--- src/hw/rtl/lrr_pkg.sv ---
// Package for the laser scanner response receiver: protocol constants, result kinds,
// the result word type and the descriptor and command tables.
// Depends on nothing; used by lidar_response_receiver and its testbench.
`timescale 1ns / 1ps

package lrr_pkg;

   // Request kinds as carried on the request channel.
   localparam logic [2:0] REQ_SCAN       = 3'd0;
   localparam logic [2:0] REQ_FORCE_SCAN = 3'd1;
   localparam logic [2:0] REQ_INFO       = 3'd2;
   localparam logic [2:0] REQ_HEALTH     = 3'd3;
   localparam logic [2:0] REQ_RESET      = 3'd4;
   localparam logic [2:0] REQ_NONE       = 3'd5;

   localparam logic [7:0] SYNC_BYTE = 8'hA5;
   localparam logic [2:0] DESC_LAST = 3'd6;

   // Depth of the result queue; the request side needs room for two results.
   localparam int RSP_DEPTH = 4;
   localparam int PTR_W     = $clog2(RSP_DEPTH);
   localparam int CNT_W     = $clog2(RSP_DEPTH + 1);

   typedef enum logic [2:0] {
      KIND_TX         = 3'd0,
      KIND_DESC_MATCH = 3'd1,
      KIND_DESC_DONE  = 3'd2,
      KIND_MISMATCH   = 3'd3,
      KIND_PAYLOAD    = 3'd4,
      KIND_PACKET     = 3'd5,
      KIND_IGNORED    = 3'd6
   } kind_type;

   typedef struct packed {
      logic [31:0] scan_count;
      logic [39:0] scan_word;
      logic [7:0]  data_byte;
      logic [4:0]  byte_index;
      logic [2:0]  packet_kind;
      logic [7:0]  tx_byte;
      kind_type    kind;
      logic        last;
   } rsp_entry_type;

   function automatic logic [7:0] cmd_byte(input logic [2:0] req);
      logic [7:0] b;
      case (req)
         REQ_SCAN:       b = 8'h20;
         REQ_FORCE_SCAN: b = 8'h21;
         REQ_INFO:       b = 8'h50;
         REQ_HEALTH:     b = 8'h52;
         REQ_RESET:      b = 8'h40;
         default:        b = 8'h00;
      endcase
      return b;
   endfunction

   // Expected response descriptor byte for a request that has a response.
   function automatic logic [7:0] descr_byte(input logic [1:0] req, input logic [2:0] pos);
      logic [7:0] b;
      case (pos)
         3'd0:    b = 8'hA5;
         3'd1:    b = 8'h5A;
         3'd2: begin
            case (req)
               2'd2:    b = 8'h14;
               2'd3:    b = 8'h03;
               default: b = 8'h05;
            endcase
         end
         3'd5:    b = (req[1]) ? 8'h00 : 8'h40;
         3'd6: begin
            case (req)
               2'd2:    b = 8'h04;
               2'd3:    b = 8'h06;
               default: b = 8'h81;
            endcase
         end
         default: b = 8'h00;
      endcase
      return b;
   endfunction

   function automatic logic [4:0] payload_len(input logic [1:0] req);
      logic [4:0] n;
      case (req)
         2'd2:    n = 5'd20;
         2'd3:    n = 5'd3;
         default: n = 5'd5;
      endcase
      return n;
   endfunction

endpackage

--- src/hw/rtl/lidar_response_receiver.sv ---
// Laser scanner serial response receiver: request encoder, descriptor matcher,
// payload packetizer and result queue. Depends on lrr_pkg.
`timescale 1ns / 1ps

// Each request word either asks for a command to be sent (tuser low: two result words,
// the sync byte and the command byte; one ignored word for an unknown kind) or carries one
// byte received from the scanner (tuser high). Received bytes are matched against the
// seven-byte response descriptor of the last request, then grouped into payload packets;
// the last byte of a packet gives a payload word followed by a packet-complete word. A
// request word is processed in the cycle it is accepted and its results go into a four-word
// result queue, so one request word is taken every cycle as long as the queue has room for
// two results; the sustained rate is set by the result side, one result word per cycle.
module lidar_response_receiver (
   input  logic         clock,
   input  logic         reset,
   input  logic         req_tvalid,
   output logic         req_tready,
   input  logic [15:0]  req_tdata,   // request_kind[2:0], rx_byte[10:3], zeros above
   input  logic         req_tuser,   // action
   output logic         rsp_tvalid,
   input  logic         rsp_tready,
   output logic [95:0]  rsp_tdata,   // tx_byte[7:0], packet_kind[10:8], byte_index[15:11],
                                     // data_byte[23:16], scan_word[63:24], scan_count[95:64]
   output logic [2:0]   rsp_tuser,   // kind
   output logic         rsp_tlast
);
   import lrr_pkg::*;

   logic [2:0]  active_ff, active_in;
   logic        done_ff, done_in;
   logic [4:0]  pos_ff, pos_in;
   logic [39:0] build_ff, build_in;
   logic [39:0] latched_ff, latched_in;
   logic [31:0] total_ff, total_in;

   rsp_entry_type fifo_ff [RSP_DEPTH];
   logic [PTR_W-1:0] wr_ptr_ff, wr_ptr_in;
   logic [PTR_W-1:0] rd_ptr_ff, rd_ptr_in;
   logic [CNT_W-1:0] count_ff, count_in;

   logic          req_accept, rsp_pop, two;
   logic [2:0]    req_kind;
   logic [7:0]    rx_byte;
   logic [2:0]    dpos;
   logic [4:0]    plen, ppos;
   logic          is_scan;
   logic [1:0]    push_num;
   rsp_entry_type r0, r1, head;

   assign req_kind   = req_tdata[2:0];
   assign rx_byte    = req_tdata[10:3];
   assign req_tready = (count_ff <= CNT_W'(RSP_DEPTH - 2));
   assign req_accept = req_tvalid && req_tready;
   assign rsp_tvalid = (count_ff != '0);
   assign rsp_pop    = rsp_tvalid && rsp_tready;

   always_comb begin
      active_in  = active_ff;
      done_in    = done_ff;
      pos_in     = pos_ff;
      build_in   = build_ff;
      latched_in = latched_ff;
      total_in   = total_ff;
      r0         = '0;
      r1         = '0;
      two        = 1'b0;
      dpos       = (pos_ff >= 5'd7) ? 3'd0 : pos_ff[2:0];
      plen       = payload_len(active_ff[1:0]);
      ppos       = (pos_ff >= plen) ? 5'd0 : pos_ff;
      is_scan    = (active_ff <= REQ_FORCE_SCAN);
      if (req_accept) begin
         if (!req_tuser) begin
            if (req_kind > REQ_RESET) begin
               r0.kind = KIND_IGNORED;
               r0.last = 1'b1;
            end else begin
               active_in      = req_kind;
               done_in        = 1'b0;
               pos_in         = '0;
               r0.kind        = KIND_TX;
               r0.tx_byte     = SYNC_BYTE;
               r0.packet_kind = req_kind;
               r1.kind        = KIND_TX;
               r1.tx_byte     = cmd_byte(req_kind);
               r1.packet_kind = req_kind;
               r1.last        = 1'b1;
               two            = 1'b1;
            end
         end else if (active_ff > REQ_HEALTH) begin
            // No response is expected after a reset request or before any request.
            r0.kind      = KIND_IGNORED;
            r0.data_byte = rx_byte;
            r0.last      = 1'b1;
         end else if (!done_ff) begin
            r0.packet_kind = active_ff;
            r0.byte_index  = {2'b00, dpos};
            r0.data_byte   = rx_byte;
            r0.last        = 1'b1;
            pos_in         = {2'b00, dpos};
            if (rx_byte != descr_byte(active_ff[1:0], dpos)) begin
               r0.kind = KIND_MISMATCH;
            end else if (dpos == DESC_LAST) begin
               done_in = 1'b1;
               pos_in  = '0;
               r0.kind = KIND_DESC_DONE;
            end else begin
               pos_in  = {2'b00, dpos + 3'd1};
               r0.kind = KIND_DESC_MATCH;
            end
         end else begin
            if (is_scan) begin
               case (ppos[2:0])
                  3'd0:    build_in[7:0]   = rx_byte;
                  3'd1:    build_in[15:8]  = rx_byte;
                  3'd2:    build_in[23:16] = rx_byte;
                  3'd3:    build_in[31:24] = rx_byte;
                  3'd4:    build_in[39:32] = rx_byte;
                  default: build_in        = build_ff;
               endcase
            end
            r0.kind        = KIND_PAYLOAD;
            r0.packet_kind = active_ff;
            r0.byte_index  = ppos;
            r0.data_byte   = rx_byte;
            if (ppos == plen - 5'd1) begin
               pos_in = '0;
               if (is_scan) begin
                  latched_in = build_in;
                  total_in   = total_ff + 32'd1;
               end
               r1.kind        = KIND_PACKET;
               r1.packet_kind = active_ff;
               r1.byte_index  = ppos;
               r1.data_byte   = rx_byte;
               r1.last        = 1'b1;
               two            = 1'b1;
            end else begin
               pos_in  = ppos + 5'd1;
               r0.last = 1'b1;
            end
         end
      end
      r0.scan_word  = latched_in;
      r0.scan_count = total_in;
      r1.scan_word  = latched_in;
      r1.scan_count = total_in;
   end

   assign push_num  = req_accept ? {two, ~two} : 2'd0;
   assign wr_ptr_in = wr_ptr_ff + PTR_W'(push_num);
   assign rd_ptr_in = rd_ptr_ff + PTR_W'(rsp_pop);
   assign count_in  = count_ff + CNT_W'(push_num) - CNT_W'(rsp_pop);

   always_ff @(posedge clock) begin
      if (reset) begin
         active_ff  <= REQ_NONE;
         done_ff    <= 1'b0;
         pos_ff     <= '0;
         build_ff   <= '0;
         latched_ff <= '0;
         total_ff   <= '0;
         wr_ptr_ff  <= '0;
         rd_ptr_ff  <= '0;
         count_ff   <= '0;
      end else begin
         active_ff  <= active_in;
         done_ff    <= done_in;
         pos_ff     <= pos_in;
         build_ff   <= build_in;
         latched_ff <= latched_in;
         total_ff   <= total_in;
         wr_ptr_ff  <= wr_ptr_in;
         rd_ptr_ff  <= rd_ptr_in;
         count_ff   <= count_in;
      end
   end

   // The result queue holds payload only and needs no reset.
   always_ff @(posedge clock) begin
      if (req_accept) begin
         fifo_ff[wr_ptr_ff] <= r0;
         if (two) begin
            fifo_ff[wr_ptr_ff + PTR_W'(1)] <= r1;
         end
      end
   end

   assign head      = fifo_ff[rd_ptr_ff];
   assign rsp_tdata = {head.scan_count, head.scan_word, head.data_byte,
                       head.byte_index, head.packet_kind, head.tx_byte};
   assign rsp_tuser = head.kind;
   assign rsp_tlast = head.last;

   a_count_bound: assert property (@(posedge clock) disable iff (reset)
      count_ff <= CNT_W'(RSP_DEPTH))
      else $error("result queue count beyond depth");

   a_idle_state: assert property (@(posedge clock) disable iff (reset)
      (active_ff > REQ_HEALTH) |-> (!done_ff && pos_ff == 5'd0))
      else $error("match state not clear without an active request");

   a_desc_pos: assert property (@(posedge clock) disable iff (reset)
      !done_ff |-> (pos_ff < 5'd7))
      else $error("descriptor position out of range");

   a_count_scan_only: assert property (@(posedge clock) disable iff (reset)
      (total_ff != $past(total_ff)) |-> ($past(active_ff) <= REQ_FORCE_SCAN && $past(done_ff)))
      else $error("scan count moved outside a scan payload");

   a_full_no_accept: assert property (@(posedge clock) disable iff (reset)
      (count_ff > CNT_W'(RSP_DEPTH - 2)) |=> (count_ff <= $past(count_ff)))
      else $error("result queue grew while nearly full");

endmodule

--- config.mk ---
export PLATFORM = sky130hd
export DESIGN_NAME = lidar_response_receiver
export DESIGN_NICKNAME = d
export VERILOG_FILES = /design/src/hw/rtl/lrr_pkg.sv /design/src/hw/rtl/lidar_response_receiver.sv
export SDC_FILE = /design/constraint.sdc
export NUM_CORES = 1
export LEC_CHECK = 0
export BUFFER_PORTS_ARGS = -buffer_cell sky130_fd_sc_hd__buf_2
export CAP_MARGIN = 20
export CELL_PAD_IN_SITES_DETAIL_PLACEMENT = 1
export CELL_PAD_IN_SITES_GLOBAL_PLACEMENT = 1
export CORE_UTILIZATION = 50
export CTS_CLUSTER_SIZE = 14
export DETAILED_ROUTE_END_ITERATION = 10
export PLACE_DENSITY = 0.8
export SYNTH_ARGS = -nofsm -noshare
export SYNTH_HDL_FRONTEND = slang
export SYNTH_SLANG_ARGS = --single-unit
export TNS_END_PERCENT = 100
--- constraint.sdc ---
create_clock -name clock -period 12.6 [get_ports clock]
set_input_delay 1.89 -clock clock [delete_from_list [all_inputs] [get_ports clock]]
set_output_delay 1.89 -clock clock [all_outputs]
set_load 0.01 [all_outputs]
# Word level (Yosys, flattened, before mapping)
# Memory sizes are Yosys's and may differ from the RTL's. A register that Yosys moved wholly into a read port is not among the register bits.
# Cells that the tools add are included.
# classes
magnitude_cmp,6
n_reduce_logical,9
bitwise,4
mux,83
addsub,9
eq_ne,18
# op_table
cell,count
two-way mux 40 bit,7
two-way mux 32 bit,6
two-way mux 8 bit,13
two-way mux 28 bit,2
two-way mux 16 bit,3
one-hot mux 8 bit (5 select lines),1
one-hot mux 7 bit (5 select lines),1
adder 32 x 1 -> 32 bit (second input constant),1
two-way mux 5 bit,6
two-way mux 4 bit,7
two-way mux 13 bit,2
one-hot mux 5 bit (2 select lines),2
two-way mux 1 bit,19
two-way mux 3 bit,6
one-hot mux 8 bit (2 select lines),1
== test 3 x 2 -> 1 bit (second input constant),5
two-way mux 15 bit,1
== test 3 bit (second input constant),4
two-way mux 11 bit,1
== test 3 x 1 -> 1 bit (second input constant),3
zero test 3 bit,3
two-way mux 2 bit,4
inequality test 8 bit,1
two-way mux 7 bit,1
22 further kinds,29
# totals
regBits,128
out_inout_bits,102
input_bits,21
elab_cells,139
n_memories,1
mem_bits_rw,400
# memory_table
name,depth,width,read_ports,rd_ports_with_merged_regs,wr,line,rtl
fifo_ff,4,100,1,1,2,lidar_response_receiver.sv:36,rsp_entry_type fifo_ff [RSP_DEPTH];

# Depth between registers and ports, before layout
# depth
word_depth,14
depth_mapped,18
depth_no_buf,17

# Worst setup path after synthesis
# No wires, ideal clock.
# synth_timing
path_kind,in2reg
start,input port req_tuser
end,"memory fifo_ff[2][0] in the netlist's numbering, enable pin"
path_slack_ps,6708
path_stages,10
setup_time_ps,449
t_required_ps,12151
path_buffers,3
arrival_time_ps,5443
path_cell_list,inv_1 nor3_1 nand3b_1 a221o_1 buf_2 a21oi_1 nor2_1 clkbuf_1 clkbuf_1 inv_1
# synth_lines
element,line,rtl
from (decl),lidar_response_receiver.sv:19,"input logic req_tuser,"
to (decl),lidar_response_receiver.sv:36,

==> reports/qor.yml <==
run_status:
  status: "finished, final reports clean"
setup_path:
  path_common_cell: "buf_4"
  critPathSlowestCell: "a221oi_2"
  critPathLaunch: "req_tuser"
  endpoint_kind: "flip-flop"
  timing.rr.start: "active_ff[1]$_SDFFE_PP0P_"
  r2r_cells: 10
  critPathLaunchType: "input pin"
  worst-path-max-fanout: 52
  worstReg2RegEnd: "fifo_ff[3][63]$_DFFE_PP_"
  max_stage_delay_ns: 0.92
  crit_arrival_ns: 6.32
  critical_path_class: "in2reg"
  path_cells: "buf_2 > inv_1 > nor3_1 > buf_4 > nand3b_1 > a221oi_2 > buf_4 > o31ai_4 > buf_4 > inv_4 > buf_4"
  reg2reg_slack_ns: 7.07
  cp.required_ns: 12.82
sta:
  hold_viol: 0
  finalCriticalPeriod_ns: 6.10
  tns_ns: 0
  worstMarginPinSlew_ns: 1.08
  min_period_over_period: 0.484
  final_max_slew_viol_count: 0
  slew_headroom: 0.280
  setup_viol: 0
  fin_skew_ns: 0.0113
  setup_ws_ns: 6.50
  fmax_mhz: 164
  rsz0062_at_grt: "false"
flow_run:
  max_cap_violations: 0
logic_synthesis:
  ys_top_cells_by_area: "edfxtp_1 (51%), dfxtp_1 (12%), mux4_2 (9.8%)"
  synth_nets: 1799
  yosys-top-cells-count: "nor2_1 (498), edfxtp_1 (384), dfxtp_1 (136)"
  yosys_warnings: 0
  synth_largest_area_cell: "edfxtp_1"
  syn_area_um2: 22500
  synth_cells: 1759
  yosysUniqueCellTypes: 66
  async_flop_share: 0
  ys.flop_type: "edfxtp_1"
  netlist.area_leader.share: 0.512
  yosysMostFrequentCell: "nor2_1"
  synth_edf_count: 384
  yosysSeqAreaShare: 0.633
  avgSynthCellArea_um2: 12.8
  synth-seq-cells: 520
layout:
  drive_gt1_frac: 0.201
  areaGrowthSynthToFinish_pct: 12.8
  antenna_cells: 0
  nets: 1882
  fillCellCount: 4450
place:
  hpwl_um: 35400
  portBuffers: 116
  pre_cts_slack_ns: 5.98
  place.gp.congestion: 0.839
grt:
  grt_remaining_overflow: 0
  use_met2: 0.463
  top_usage_layer: "met2"
  met3_usage: 0.0367
  grt_usage: 0.266
  grtUsageMet1: 0.353
  antenna_found_initial: 1
  grt_pass1_wl_um: 93900
  grt_max_degree: 73
  first_global_vias: 15784
min_path:
  hold_class: "reg2reg"
  holdPathEnd: "fifo_ff[1][6]$_SDFFE_PP0P_"
  min_from: "fifo_ff[1][6]$_SDFFE_PP0P_"
  hold_depth: 2
clocking:
  cts_buffers: 54
  clkTransAtPathRegs_ns: 0.06
  cts.repair.resized: 0
  cts_root_buffer: "clkbuf_16"
  cts_tree: "built"
  postCtsHoldBufs: 0
  worst_skew_pair.late_latency_ns: 0.60
  clock_sinks: 520
  cts_max_path_buffers: 3
  htreeDepth: 2
  cts_setup_buffers: 0
drt:
  drtAntennaViolNets: 0
  drc: 0
  via_per_inst: 5.96
  drt_pass1_iterations: 5
  vias: 14767
  drtIter0Drc: 1105
  postRouteWirelength_um: 60500
  wire_per_inst_um: 24.4
die:
  die_h_um: 214
  die_w_um: 214
  initial_core_util: 0.508
  core_region_area_um2: 44300
  dieArea_um2: 45900
  io_pins: 123
  rows: 77
power_and_ir_drop:
  p_per_area_nw_per_um2: 188
  peakVddDrop_mv: 0.136
  p_leak_nw: 8.58
[sequential cells by signal, summed over array words and instances (netlist names)]
register	flops
total_ff	32
count_ff	3
rd_ptr_ff	2
build_ff	40
latched_ff	40
done_ff	1
pos_ff	5
wr_ptr_ff	2
fifo_ff	392
active_ff	3
[worst max-delay path by stage]
stage	end	slack (ns)	cells after the start
4_1_cts	fifo_ff[3][58]$_DFFE_PP_	6.60	11
6_report	fifo_ff[3][63]$_DFFE_PP_	6.50	11
3_5_place_dp	fifo_ff[3][63]$_DFFE_PP_	5.98	11
2_1_floorplan	fifo_ff[2][0]$_DFFE_PP_	6.71	10
5_1_grt	fifo_ff[3][58]$_DFFE_PP_	6.31	11
3_3_place_gp	fifo_ff[3][65]$_DFFE_PP_	6.04	11
[per-layer routing]
metal / part of all wire / vias up
met4: 0.015 / 2
met2: 0.51 / 444
met1: 0.42 / 7695
met5: 0.00013 / -
met3: 0.054 / 83
li1: - / 6543
[placed cells by master (no fill, tap or decap), types with 4 or more instances in the layout]
cell,Yosys,final
nand2b_1,7,7
nand4_1,7,7
clkbuf_8,0,10
nor3_1,25,25
inv_4,0,4
a21oi_1,28,27
and2_1,4,4
nand2_1,68,68
ha_1,18,18
and3_1,12,12
o32ai_1,4,4
inv_1,24,20
mux4_2,98,98
or2_2,4,4
xor2_1,12,12
edfxtp_1,384,384
o2bb2ai_1,5,5
o31ai_1,5,4
a31oi_1,5,5
or3_1,8,8
o21ai_0,31,31
clkbuf_16,0,58
buf_2,9,115
nor4_1,8,8
clkbuf_1,78,14
xnor2_1,28,28
nand3_1,45,45
dfxtp_1,136,134
nor2_1,498,494
o21ai_1,7,7
mux2i_1,76,76
o22ai_1,8,8
clkinv_2,0,15
mux2_2,35,35
nor2b_1,6,6
buf_4,2,23
[where the power goes]
part	leakage [nW]	internal [mW]	total [mW]	switching [mW]
sequential	4.86	2.04	2.13	0.0923
clock	0.877	0.899	1.58	0.677
combinational	2.84	0.426	1.07	0.646
[stage by stage]
step	area, µm²	cells	utilization	power, mW	hold slack (ns)
5_1_grt	25400	2479	0.573	4.95	0.479
4_1_cts	25400	2478	0.573	4.82	0.466
3_3_place_gp	23600	2377	0.534	3.22	0.439
2_1_floorplan	22500	1759	-	2.81	0.420
6_report	25400	2479	0.573	4.78	0.469
3_5_place_dp	23600	2377	0.534	3.25	0.451
[worst max-delay path, delay by kind of cell]
| family | cells | cell delay, ns |
|---|---|---|
| simple gates | 2 | 0.75 |
| buf+inv | 7 | 2.57 |
| compound gates | 2 | 1.01 |
[cell families (layout without fill, tap and decap cells)]
| logic type | count (synthesis) | count (layout) | share of synthesized area |
|---|---|---|---|
| multiplexers | 209 | 209 | 0.149 |
| flip-flops | 520 | 520 | 0.633 |
| AND/OR/NAND/NOR | 708 | 708 | 0.132 |
| other | 1 | 1 | 0.000166 |
| buffers and inverters | 136 | 264 | 0.0235 |
| AO/OA/AOI/OAI | 126 | 126 | 0.0364 |
| XOR/XNOR | 40 | 40 | 0.0156 |
| adder cells (fa/ha/maj) | 19 | 19 | 0.0109 |
[cell type report]
class                           instances  area, µm²  share of cell area
Clock buffer                           82       1640              0.0646
Tap cell                              592        741              0.0292
Inverter                               25        104             0.00409
Sequential cell                       520      14300               0.561
Timing Repair Buffer                  138        748              0.0295
Multi-Input combinational cell       1103       7800               0.307
Clock inverter                         19        105             0.00414
No activity file was read; power rests on OpenSTA's default activity.
